<file path="src/rtl/xs256_pkg.sv">
// shared types, constants and step functions of the xoshiro256** generator
package xs256_pkg;

	localparam int unsigned WORD_W      = 64;
	localparam int unsigned OP_W        = 3;
	localparam int unsigned QUEUE_DEPTH = 2;
	localparam int unsigned QPTR_W      = $clog2(QUEUE_DEPTH);
	localparam int unsigned QCNT_W      = $clog2(QUEUE_DEPTH + 1);

	// operation codes
	localparam logic [OP_W-1:0] OP_RAW     = 3'd0;
	localparam logic [OP_W-1:0] OP_RANGED  = 3'd1;
	localparam logic [OP_W-1:0] OP_SAVE    = 3'd2;
	localparam logic [OP_W-1:0] OP_RESTORE = 3'd3;
	localparam logic [OP_W-1:0] OP_JUMP    = 3'd4;
	localparam logic [OP_W-1:0] OP_SEED    = 3'd5;

	// jump polynomial, word 0 in the low bits
	localparam logic [255:0] JUMP_POLY = {
		64'h39abdc4529b1661c, 64'ha9582618e03fc9aa,
		64'hd5a61266f0c9392c, 64'h180ec6d33cfd0aba
	};

	localparam int unsigned SHIFT_T = 17;
	localparam int unsigned ROT_S3  = 45;
	localparam int unsigned ROT_OUT = 7;

	typedef logic [WORD_W-1:0] word_t;
	typedef logic [3:0][WORD_W-1:0] state_t;

	// queued command after classification
	typedef struct packed {
		logic [OP_W-1:0] op;
		logic            inv;
		word_t           lo;
		word_t           span;
	} cmd_t;

	function automatic word_t rotl(input word_t x, input int unsigned k);
		return (x << k) | (x >> (WORD_W - k));
	endfunction

	// one generator step
	function automatic state_t advance(input state_t s);
		state_t n;
		word_t  t;
		t    = s[1] << SHIFT_T;
		n    = s;
		n[2] = s[2] ^ s[0];
		n[3] = s[3] ^ s[1];
		n[1] = s[1] ^ n[2];
		n[0] = s[0] ^ n[3];
		n[2] = n[2] ^ t;
		n[3] = rotl(n[3], ROT_S3);
		return n;
	endfunction

	// x * 5 as shift and add
	function automatic word_t mul5(input word_t x);
		return x + (x << 2);
	endfunction

	// rotl(p, 7) * 9 as shift and add
	function automatic word_t scramble_tail(input word_t p);
		word_t r;
		r = rotl(p, ROT_OUT);
		return r + (r << 3);
	endfunction

endpackage

</file>
<file path="src/rtl/xs256_front.sv">
// command front end: classifies accepted items into a short queue
module xs256_front import xs256_pkg::*; (
	input  logic              clk,
	input  logic              arst_n,
	input  logic              start,
	output logic              busy,
	input  logic [OP_W-1:0]   op,
	input  word_t             range_min,
	input  word_t             range_max,
	output logic              cmd_valid,
	output cmd_t              cmd,
	input  logic              cmd_pop
);

	cmd_t              entries_q [QUEUE_DEPTH];
	logic [QPTR_W-1:0] wr_ptr_q;
	logic [QPTR_W-1:0] rd_ptr_q;
	logic [QCNT_W-1:0] count_q;
	cmd_t              new_cmd;
	logic              push;
	logic              pop;

	assign busy      = (count_q == QCNT_W'(QUEUE_DEPTH));
	assign push      = start && !busy;
	assign cmd_valid = (count_q != '0);
	assign pop       = cmd_pop && cmd_valid;
	assign cmd       = entries_q[rd_ptr_q];

	// bounds check and span worked out once at entry
	always_comb begin
		new_cmd.op   = op;
		new_cmd.inv  = (range_min > range_max);
		new_cmd.lo   = range_min;
		new_cmd.span = range_max - range_min + word_t'(1);
	end

	always_ff @(posedge clk or negedge arst_n) begin
		if (!arst_n) begin
			wr_ptr_q <= '0;
			rd_ptr_q <= '0;
			count_q  <= '0;
		end else begin
			if (push) begin
				wr_ptr_q <= (wr_ptr_q == QPTR_W'(QUEUE_DEPTH - 1)) ? '0 : wr_ptr_q + 1'b1;
			end
			if (pop) begin
				rd_ptr_q <= (rd_ptr_q == QPTR_W'(QUEUE_DEPTH - 1)) ? '0 : rd_ptr_q + 1'b1;
			end
			if (push && !pop) begin
				count_q <= count_q + 1'b1;
			end else if (pop && !push) begin
				count_q <= count_q - 1'b1;
			end
		end
	end

	always_ff @(posedge clk) begin
		if (push) begin
			entries_q[wr_ptr_q] <= new_cmd;
		end
	end

endmodule

</file>
<file path="src/rtl/xs256_mod_div.sv">
// bit-serial remainder unit: (dividend mod divisor) + offset
module xs256_mod_div import xs256_pkg::*; (
	input  logic  clk,
	input  logic  arst_n,
	input  logic  start,
	input  word_t dividend,
	input  word_t divisor,
	input  word_t offset,
	output logic  done,
	output word_t result
);

	typedef enum logic [2:0] {
		D_IDLE = 3'b001,
		D_STEP = 3'b010,
		D_ADD  = 3'b100
	} dstate_t;

	localparam int unsigned CNT_W = $clog2(WORD_W);

	dstate_t          st_q;
	logic [CNT_W-1:0] cnt_q;
	logic             done_q;
	word_t            dvd_q;
	word_t            dvs_q;
	word_t            off_q;
	word_t            rem_q;
	word_t            result_q;
	logic [WORD_W:0]  shifted;
	word_t            diff;
	logic             take;

	assign shifted = {rem_q, dvd_q[WORD_W-1]};
	// when taken the difference is below the divisor, so the low bits suffice
	assign diff    = shifted[WORD_W-1:0] - dvs_q;
	assign take    = (shifted >= {1'b0, dvs_q});
	assign done    = done_q;
	assign result  = result_q;

	always_ff @(posedge clk or negedge arst_n) begin
		if (!arst_n) begin
			st_q   <= D_IDLE;
			cnt_q  <= '0;
			done_q <= 1'b0;
		end else begin
			done_q <= 1'b0;
			case (st_q)
				D_IDLE: begin
					if (start) begin
						st_q  <= D_STEP;
						cnt_q <= '0;
					end
				end
				D_STEP: begin
					cnt_q <= cnt_q + 1'b1;
					if (&cnt_q) begin
						st_q <= D_ADD;
					end
				end
				D_ADD: begin
					done_q <= 1'b1;
					st_q   <= D_IDLE;
				end
				default: st_q <= D_IDLE;
			endcase
		end
	end

	always_ff @(posedge clk) begin
		case (st_q)
			D_IDLE: begin
				if (start) begin
					dvd_q <= dividend;
					dvs_q <= divisor;
					off_q <= offset;
					rem_q <= '0;
				end
			end
			D_STEP: begin
				rem_q <= take ? diff : shifted[WORD_W-1:0];
				dvd_q <= dvd_q << 1;
			end
			D_ADD: result_q <= rem_q + off_q;
			default: ;
		endcase
	end

endmodule

</file>
<file path="src/rtl/xs256_back.sv">
// execution back end: generator state, saved copy, jump sequencer, result register
module xs256_back import xs256_pkg::*; (
	input  logic  clk,
	input  logic  arst_n,
	input  logic  cmd_valid,
	input  cmd_t  cmd,
	output logic  cmd_pop,
	input  state_t seed,
	output logic  div_start,
	output word_t div_dividend,
	output word_t div_divisor,
	output word_t div_offset,
	input  logic  div_done,
	input  word_t div_result,
	output logic  done,
	output word_t value,
	output logic  range_error
);

	typedef enum logic [2:0] {
		B_RUN  = 3'b001,
		B_WAIT = 3'b010,
		B_JUMP = 3'b100
	} bstate_t;

	bstate_t         bst_q;
	state_t          gen_q;
	state_t          saved_q;
	state_t          acc_q;
	state_t          acc_next;
	logic [7:0]      jcnt_q;
	logic            v_s1;
	logic [OP_W-1:0] op_s1;
	logic            inv_s1;
	word_t           lo_s1;
	word_t           span_s1;
	word_t           p5_s1;
	word_t           raw_s1;
	logic            special_s1;
	logic            done_q;
	logic            err_q;
	word_t           value_q;
	logic            div_start_q;
	word_t           div_dvd_q;
	word_t           div_dvs_q;
	word_t           div_off_q;

	assign cmd_pop      = cmd_valid && (bst_q == B_RUN);
	assign raw_s1       = scramble_tail(p5_s1);
	// inverted bounds or the full 64-bit interval skip the reduction
	assign special_s1   = inv_s1 || (span_s1 == '0);
	assign acc_next     = JUMP_POLY[jcnt_q] ? (acc_q ^ gen_q) : acc_q;
	assign done         = done_q;
	assign value        = value_q;
	assign range_error  = err_q;
	assign div_start    = div_start_q;
	assign div_dividend = div_dvd_q;
	assign div_divisor  = div_dvs_q;
	assign div_offset   = div_off_q;

	always_ff @(posedge clk or negedge arst_n) begin
		if (!arst_n) begin
			bst_q       <= B_RUN;
			gen_q       <= {word_t'(0), word_t'(0), word_t'(0), word_t'(1)};
			saved_q     <= '0;
			jcnt_q      <= '0;
			v_s1        <= 1'b0;
			done_q      <= 1'b0;
			div_start_q <= 1'b0;
		end else begin
			v_s1        <= 1'b0;
			done_q      <= 1'b0;
			div_start_q <= 1'b0;
			case (bst_q)
				B_RUN: begin
					if (cmd_valid) begin
						case (cmd.op)
							OP_RAW: begin
								gen_q <= advance(gen_q);
								v_s1  <= 1'b1;
							end
							OP_RANGED: begin
								gen_q <= advance(gen_q);
								v_s1  <= 1'b1;
								bst_q <= B_WAIT;
							end
							OP_SAVE: begin
								saved_q <= gen_q;
								v_s1    <= 1'b1;
							end
							OP_RESTORE: begin
								gen_q <= saved_q;
								v_s1  <= 1'b1;
							end
							OP_SEED: begin
								gen_q <= seed;
								v_s1  <= 1'b1;
							end
							OP_JUMP: begin
								jcnt_q <= '0;
								bst_q  <= B_JUMP;
							end
							default: v_s1 <= 1'b1;
						endcase
					end
				end
				B_WAIT: begin
					if (div_done) begin
						bst_q <= B_RUN;
					end else if (v_s1 && special_s1) begin
						bst_q <= B_RUN;
					end
				end
				B_JUMP: begin
					jcnt_q <= jcnt_q + 1'b1;
					if (&jcnt_q) begin
						gen_q <= acc_next;
						v_s1  <= 1'b1;
						bst_q <= B_RUN;
					end else begin
						gen_q <= advance(gen_q);
					end
				end
				default: bst_q <= B_RUN;
			endcase

			// result stage
			if (v_s1) begin
				if (op_s1 == OP_RANGED && !special_s1) begin
					div_start_q <= 1'b1;
				end else begin
					done_q <= 1'b1;
				end
			end
			if (div_done) begin
				done_q <= 1'b1;
			end
		end
	end

	always_ff @(posedge clk) begin
		if (cmd_pop) begin
			op_s1   <= cmd.op;
			inv_s1  <= cmd.inv;
			lo_s1   <= cmd.lo;
			span_s1 <= cmd.span;
			p5_s1   <= mul5(gen_q[1]);
			if (cmd.op == OP_JUMP) begin
				acc_q <= '0;
			end
		end
		if (bst_q == B_JUMP) begin
			acc_q <= acc_next;
			if (&jcnt_q) begin
				op_s1 <= OP_JUMP;
			end
		end
		if (v_s1) begin
			case (op_s1)
				OP_RAW: begin
					value_q <= raw_s1;
					err_q   <= 1'b0;
				end
				OP_RANGED: begin
					value_q   <= raw_s1;
					err_q     <= inv_s1;
					div_dvd_q <= raw_s1;
					div_dvs_q <= span_s1;
					div_off_q <= lo_s1;
				end
				default: begin
					value_q <= '0;
					err_q   <= 1'b0;
				end
			endcase
		end
		if (div_done) begin
			value_q <= div_result;
			err_q   <= 1'b0;
		end
	end

endmodule

</file>
<file path="src/rtl/xoshiro256_starstar_generator_core.sv">
// top level of the xoshiro256** generator core with save, restore, jump and reseed
// flow: an accepted item is queued, then popped into the back end's s1 stage, and
//   its done strobe is registered; a ranged draw goes through the serial remainder unit
// throughput: one item a cycle while the back end runs; a ranged draw holds it until its
//   reduction ends or is skipped, a jump for one generator step per polynomial bit
// reset: seeds 1,0,0,0, state to the seeds, saved copy zero, queue empty; no receiver stall
module xoshiro256_starstar_generator_core import xs256_pkg::*; (
	input  logic            clk,
	input  logic            arst_n,
	// item input
	input  logic            start,
	output logic            busy,
	input  logic [OP_W-1:0] op,
	input  word_t           range_min,
	input  word_t           range_max,
	// seed register write port
	input  logic            cfg_write,
	input  logic [1:0]      cfg_index,
	input  word_t           cfg_data,
	// result output
	output logic            done,
	output word_t           value,
	output logic            range_error
);

	// seed registers, copied into the generator by the seed load operation
	state_t seed_q;

	// queue between front and back
	logic  cmd_valid;
	cmd_t  cmd;
	logic  cmd_pop;

	// remainder unit hookup
	logic  div_start;
	word_t div_dividend;
	word_t div_divisor;
	word_t div_offset;
	logic  div_done;
	word_t div_result;

	// register index maps straight onto the seed word
	always_ff @(posedge clk or negedge arst_n) begin
		if (!arst_n) begin
			seed_q <= {word_t'(0), word_t'(0), word_t'(0), word_t'(1)};
		end else if (cfg_write) begin
			seed_q[cfg_index] <= cfg_data;
		end
	end

	// front: takes an item whenever the queue has room, checks bounds and span
	xs256_front u_front (
		.clk       (clk),
		.arst_n    (arst_n),
		.start     (start),
		.busy      (busy),
		.op        (op),
		.range_min (range_min),
		.range_max (range_max),
		.cmd_valid (cmd_valid),
		.cmd       (cmd),
		.cmd_pop   (cmd_pop)
	);

	// back: steps the generator, runs jumps, orders results
	xs256_back u_back (
		.clk          (clk),
		.arst_n       (arst_n),
		.cmd_valid    (cmd_valid),
		.cmd          (cmd),
		.cmd_pop      (cmd_pop),
		.seed         (seed_q),
		.div_start    (div_start),
		.div_dividend (div_dividend),
		.div_divisor  (div_divisor),
		.div_offset   (div_offset),
		.div_done     (div_done),
		.div_result   (div_result),
		.done         (done),
		.value        (value),
		.range_error  (range_error)
	);

	// one remainder bit per cycle for ranged draws
	xs256_mod_div u_mod_div (
		.clk      (clk),
		.arst_n   (arst_n),
		.start    (div_start),
		.dividend (div_dividend),
		.divisor  (div_divisor),
		.offset   (div_offset),
		.done     (div_done),
		.result   (div_result)
	);

endmodule
</file>
<file path="config.mk">
export PLATFORM = sky130hd
export DESIGN_NAME = xoshiro256_starstar_generator_core
export DESIGN_NICKNAME = d
export VERILOG_FILES = /design/src/rtl/xs256_pkg.sv /design/src/rtl/xs256_front.sv /design/src/rtl/xs256_mod_div.sv /design/src/rtl/xs256_back.sv /design/src/rtl/xoshiro256_starstar_generator_core.sv
export SDC_FILE = /design/constraint.sdc
export NUM_CORES = 2
export LEC_CHECK = 0
export ABC_AREA = 1
export BUFFER_PORTS_ARGS = -buffer_cell sky130_fd_sc_hd__buf_2
export CORE_MARGIN = 2
export CORE_UTILIZATION = 40
export DETAILED_ROUTE_END_ITERATION = 8
export SLEW_MARGIN = 20
export SYNTH_ARGS = -nofsm -noshare
export SYNTH_HDL_FRONTEND = slang
export SYNTH_SLANG_ARGS = --single-unit
</file>
<file path="constraint.sdc">
create_clock -name clk -period 24.8 [get_ports clk]
set_input_delay 2.48 -clock clk [delete_from_list [all_inputs] [get_ports clk]]
set_output_delay 2.48 -clock clk [all_outputs]
set_load 0.005 [all_outputs]
</file>
==> out/qor.yml <==
status: "finished, final reports clean"
syn_area_sq_um: 116000
holdCritPathClass: "register to register"
peakVddDrop_uv: 160
ys_ff_latch: 2089
numPortBuffers: 267
period_minus_slack_ps: 5100
hold_violations: 0
grt_use_total_pct: 25.2
cp.arrival_ps: 5860
cts_root_buf: "clkbuf_16"
nFillCells: 28300
layout_commonest_cell: "nand2_1"
cts_num_sinks: 2089
cts_buffers: 229
die_h_microns: 543
syn_area_per_cell_sq_um: 8.88
num_vias: 92700
synth-edff-count: 1289
die_area_sq_um: 295000
drive_above_1_share_pct: 7.59
dp_cells: 16900
setup_ws_ps: 19700
worst_setup_path_start_kind: "register"
cts_htree_levels: 4
rsz0062_at_grt: "no"
tns_ps: 0
start_util_pct: 40.1
critPathKind: "register to register"
rows: 198
seqCellArea_sq_um: 58700
clk_latency_ps: 910
grt_pass1_vias: 86700
cts_tree: "yes"
cts_resized: 0
period_share_pct: 20.6
worst_pin_slew_ps: 1250
ys_seq_area_share_pct: 50.5
ios: 268
grt_max_degree: 181
finalNetCount: 13900
synthToLayoutAreaGrowth_pct: 10.9
dpl_worst_slack_ps: 18920
dp.final_hpwl_microns: 273000
ant_nets: 0
fp.dieW_microns: 543
layout_common_cells: "3001 x nand2_1, 1366 x inv_1, 1289 x edfxtp_1"
dr.pass1.iters: 6
synth_cell_type_count: 52
ys.flop_type: "edfxtp_1"
powerDensity_nw_per_um2: 137
finalSetupViolCount: 0
finalClockSkew_ps: 81.9
cp.required_ps: 25560
max_slew_margin_pct: 16.4
routed_wl_microns: 380000
power_mw: 17.7
p_leak_nw: 54.3
stdcell_count: 17300
synth_warnings: 0
gp_congestion: 0.997
syn_inst: 13100
holdBufCountCts: 0
end_kind: "register"
detail_route.wl_per_cell_microns: 22.0
syn_nets: 13800
post-route-drc-count: 0
vias_per_cell: 5.35
clkTransAtPathRegs_ps: 60
max_freq_ghz: 0.196
async_flop_share_pct: 38.1
multi_input_area_sq_um: 50400
grt_pass1_wl_microns: 564000
core_sq_um: 290000
antenna_found_initial: 48
cp_max_fo: 85
drtIter0Drc: 9011
clock_path_buffers: 4
final_max_slew_viol_count: 0
cap_violations: 0
post_cts_buffers: 0
grt-ovfl-total: 0
## worst paths after layout
check	startpoint	to	slack, ps	cells after the start
setup / recovery	u_front.rd_ptr_q$_DFFE_PN0P_	u_back.gen_q[21]$_DFFE_PN0P_	19700	12
hold / removal	u_back.div_divisor[8]$_DFFE_PP_	u_mod_div.dvs_q[8]$_DFFE_PP_	390	0
setup reg to reg	u_front.rd_ptr_q$_DFFE_PN0P_	u_back.gen_q[21]$_DFFE_PN0P_	19700	12
hold reg to reg	u_back.div_divisor[8]$_DFFE_PP_	u_mod_div.dvs_q[8]$_DFFE_PP_	390	0
max in group asynchronous	arst_n	u_mod_div.done$_DFF_PN0_	19980	4
min in group asynchronous	arst_n	u_back.saved_q[136]$_DFFE_PN0P_	1570	1
## worst max-delay path, stage by stage (launching register included)
cell,delay [ps]
dfrtp_4,840
nand2_1,120
o21ai_1,180
inv_1,170
a21oi_1,180
o21ai_1,150
inv_8,340
buf_4,660
buf_4,770
buf_4,820
o21ai_0,260
a21oi_1,210
a21oi_1,90
## routing by layer
metal / wire length [microns] / track usage (%) / vias up
met3: 27100 / 3.41 / 596
met5: 198 / 0 / -
li1: - / - / 44100
met2: 163000 / 37.4 / 3203
met4: 12600 / 7.88 / 34
met1: 178000 / 37.8 / 44700
## synthesized netlist by cell type (all sizes together), types with 26 or more instances
| cell | count | area share [%] |
|---|---|---|
| nand3 | 592 | 2.6 |
| dfrtp | 792 | 17 |
| xnor2 | 244 | 1.8 |
| inv | 1376 | 4.4 |
| nor3 | 62 | 0.28 |
| clkbuf | 197 | 0.64 |
| a22oi | 256 | 1.7 |
| nand2 | 3008 | 9.7 |
| edfxtp | 1289 | 33 |
| a21oi | 1161 | 5.0 |
| a21o | 34 | 0.22 |
| nand3b | 162 | 1.0 |
| o21ai | 948 | 4.1 |
| mux2 | 258 | 2.5 |
| buf | 283 | 1.3 |
| xor2 | 520 | 3.9 |
| and2 | 32 | 0.17 |
| nor2 | 1180 | 3.8 |
| a31oi | 26 | 0.14 |
| nand4 | 76 | 0.41 |
| o21bai | 56 | 0.36 |
| ha | 446 | 4.8 |
## through the flow
step / instance area, sq um / utilization, % / hold slack, ps
after floorplan: 116000 / - / 400
after global placement: 121000 / 41.8 / 400
after detailed placement: 121000 / 41.8 / 405
after CTS: 129000 / 44.5 / 402
after global routing: 129000 / 44.5 / 418
final: 129000 / 44.5 / 394
## cell families after synthesis
family                     share of synthesized area, %
muxes                                              2.50
and+or+nand+nor                                    18.2
buffers and inverters                              6.39
xor gates and xnor gates                           5.75
AOI/OAI and AO/OA                                  11.9
adders and majority gates                          4.88
DFF                                                50.5
## power by group
group / internal [mW] / total, mW / switching, mW
clock: 2.06 / 3.54 / 1.47
sequential: 5.19 / 6.14 / 0.949
combinational: 2.56 / 8.03 / 5.46
## area by class of cell
cell class	count	share of cell area, %
timing repair buffer	347	1.60
tap	3900	3.78
sequential	2089	45.5
multi-input combinational	9158	39.0
inverter	1377	4.03
clock buffer	307	5.01
antenna	19	0.0368
clock inverter	115	1.02
## state kept, by name, summed over array words and instances, names as in the netlist, 64 cells and up
signal / cells
u_back.lo_s1: 64
u_mod_div.dvs_q: 64
u_back.acc_q: 256
u_mod_div.result: 64
u_back.gen_q: 256
u_back.span_s1: 64
u_back.div_offset: 64
u_front.entries_q: 264
u_mod_div.rem_q: 64
u_back.value: 64
u_mod_div.off_q: 64
seed_q: 256
u_back.p5_s1: 64
u_back.div_divisor: 64
u_mod_div.dvd_q: 64
u_back.saved_q: 256
u_back.div_dividend: 64
Note: power is estimated with default switching activity, not from simulation.
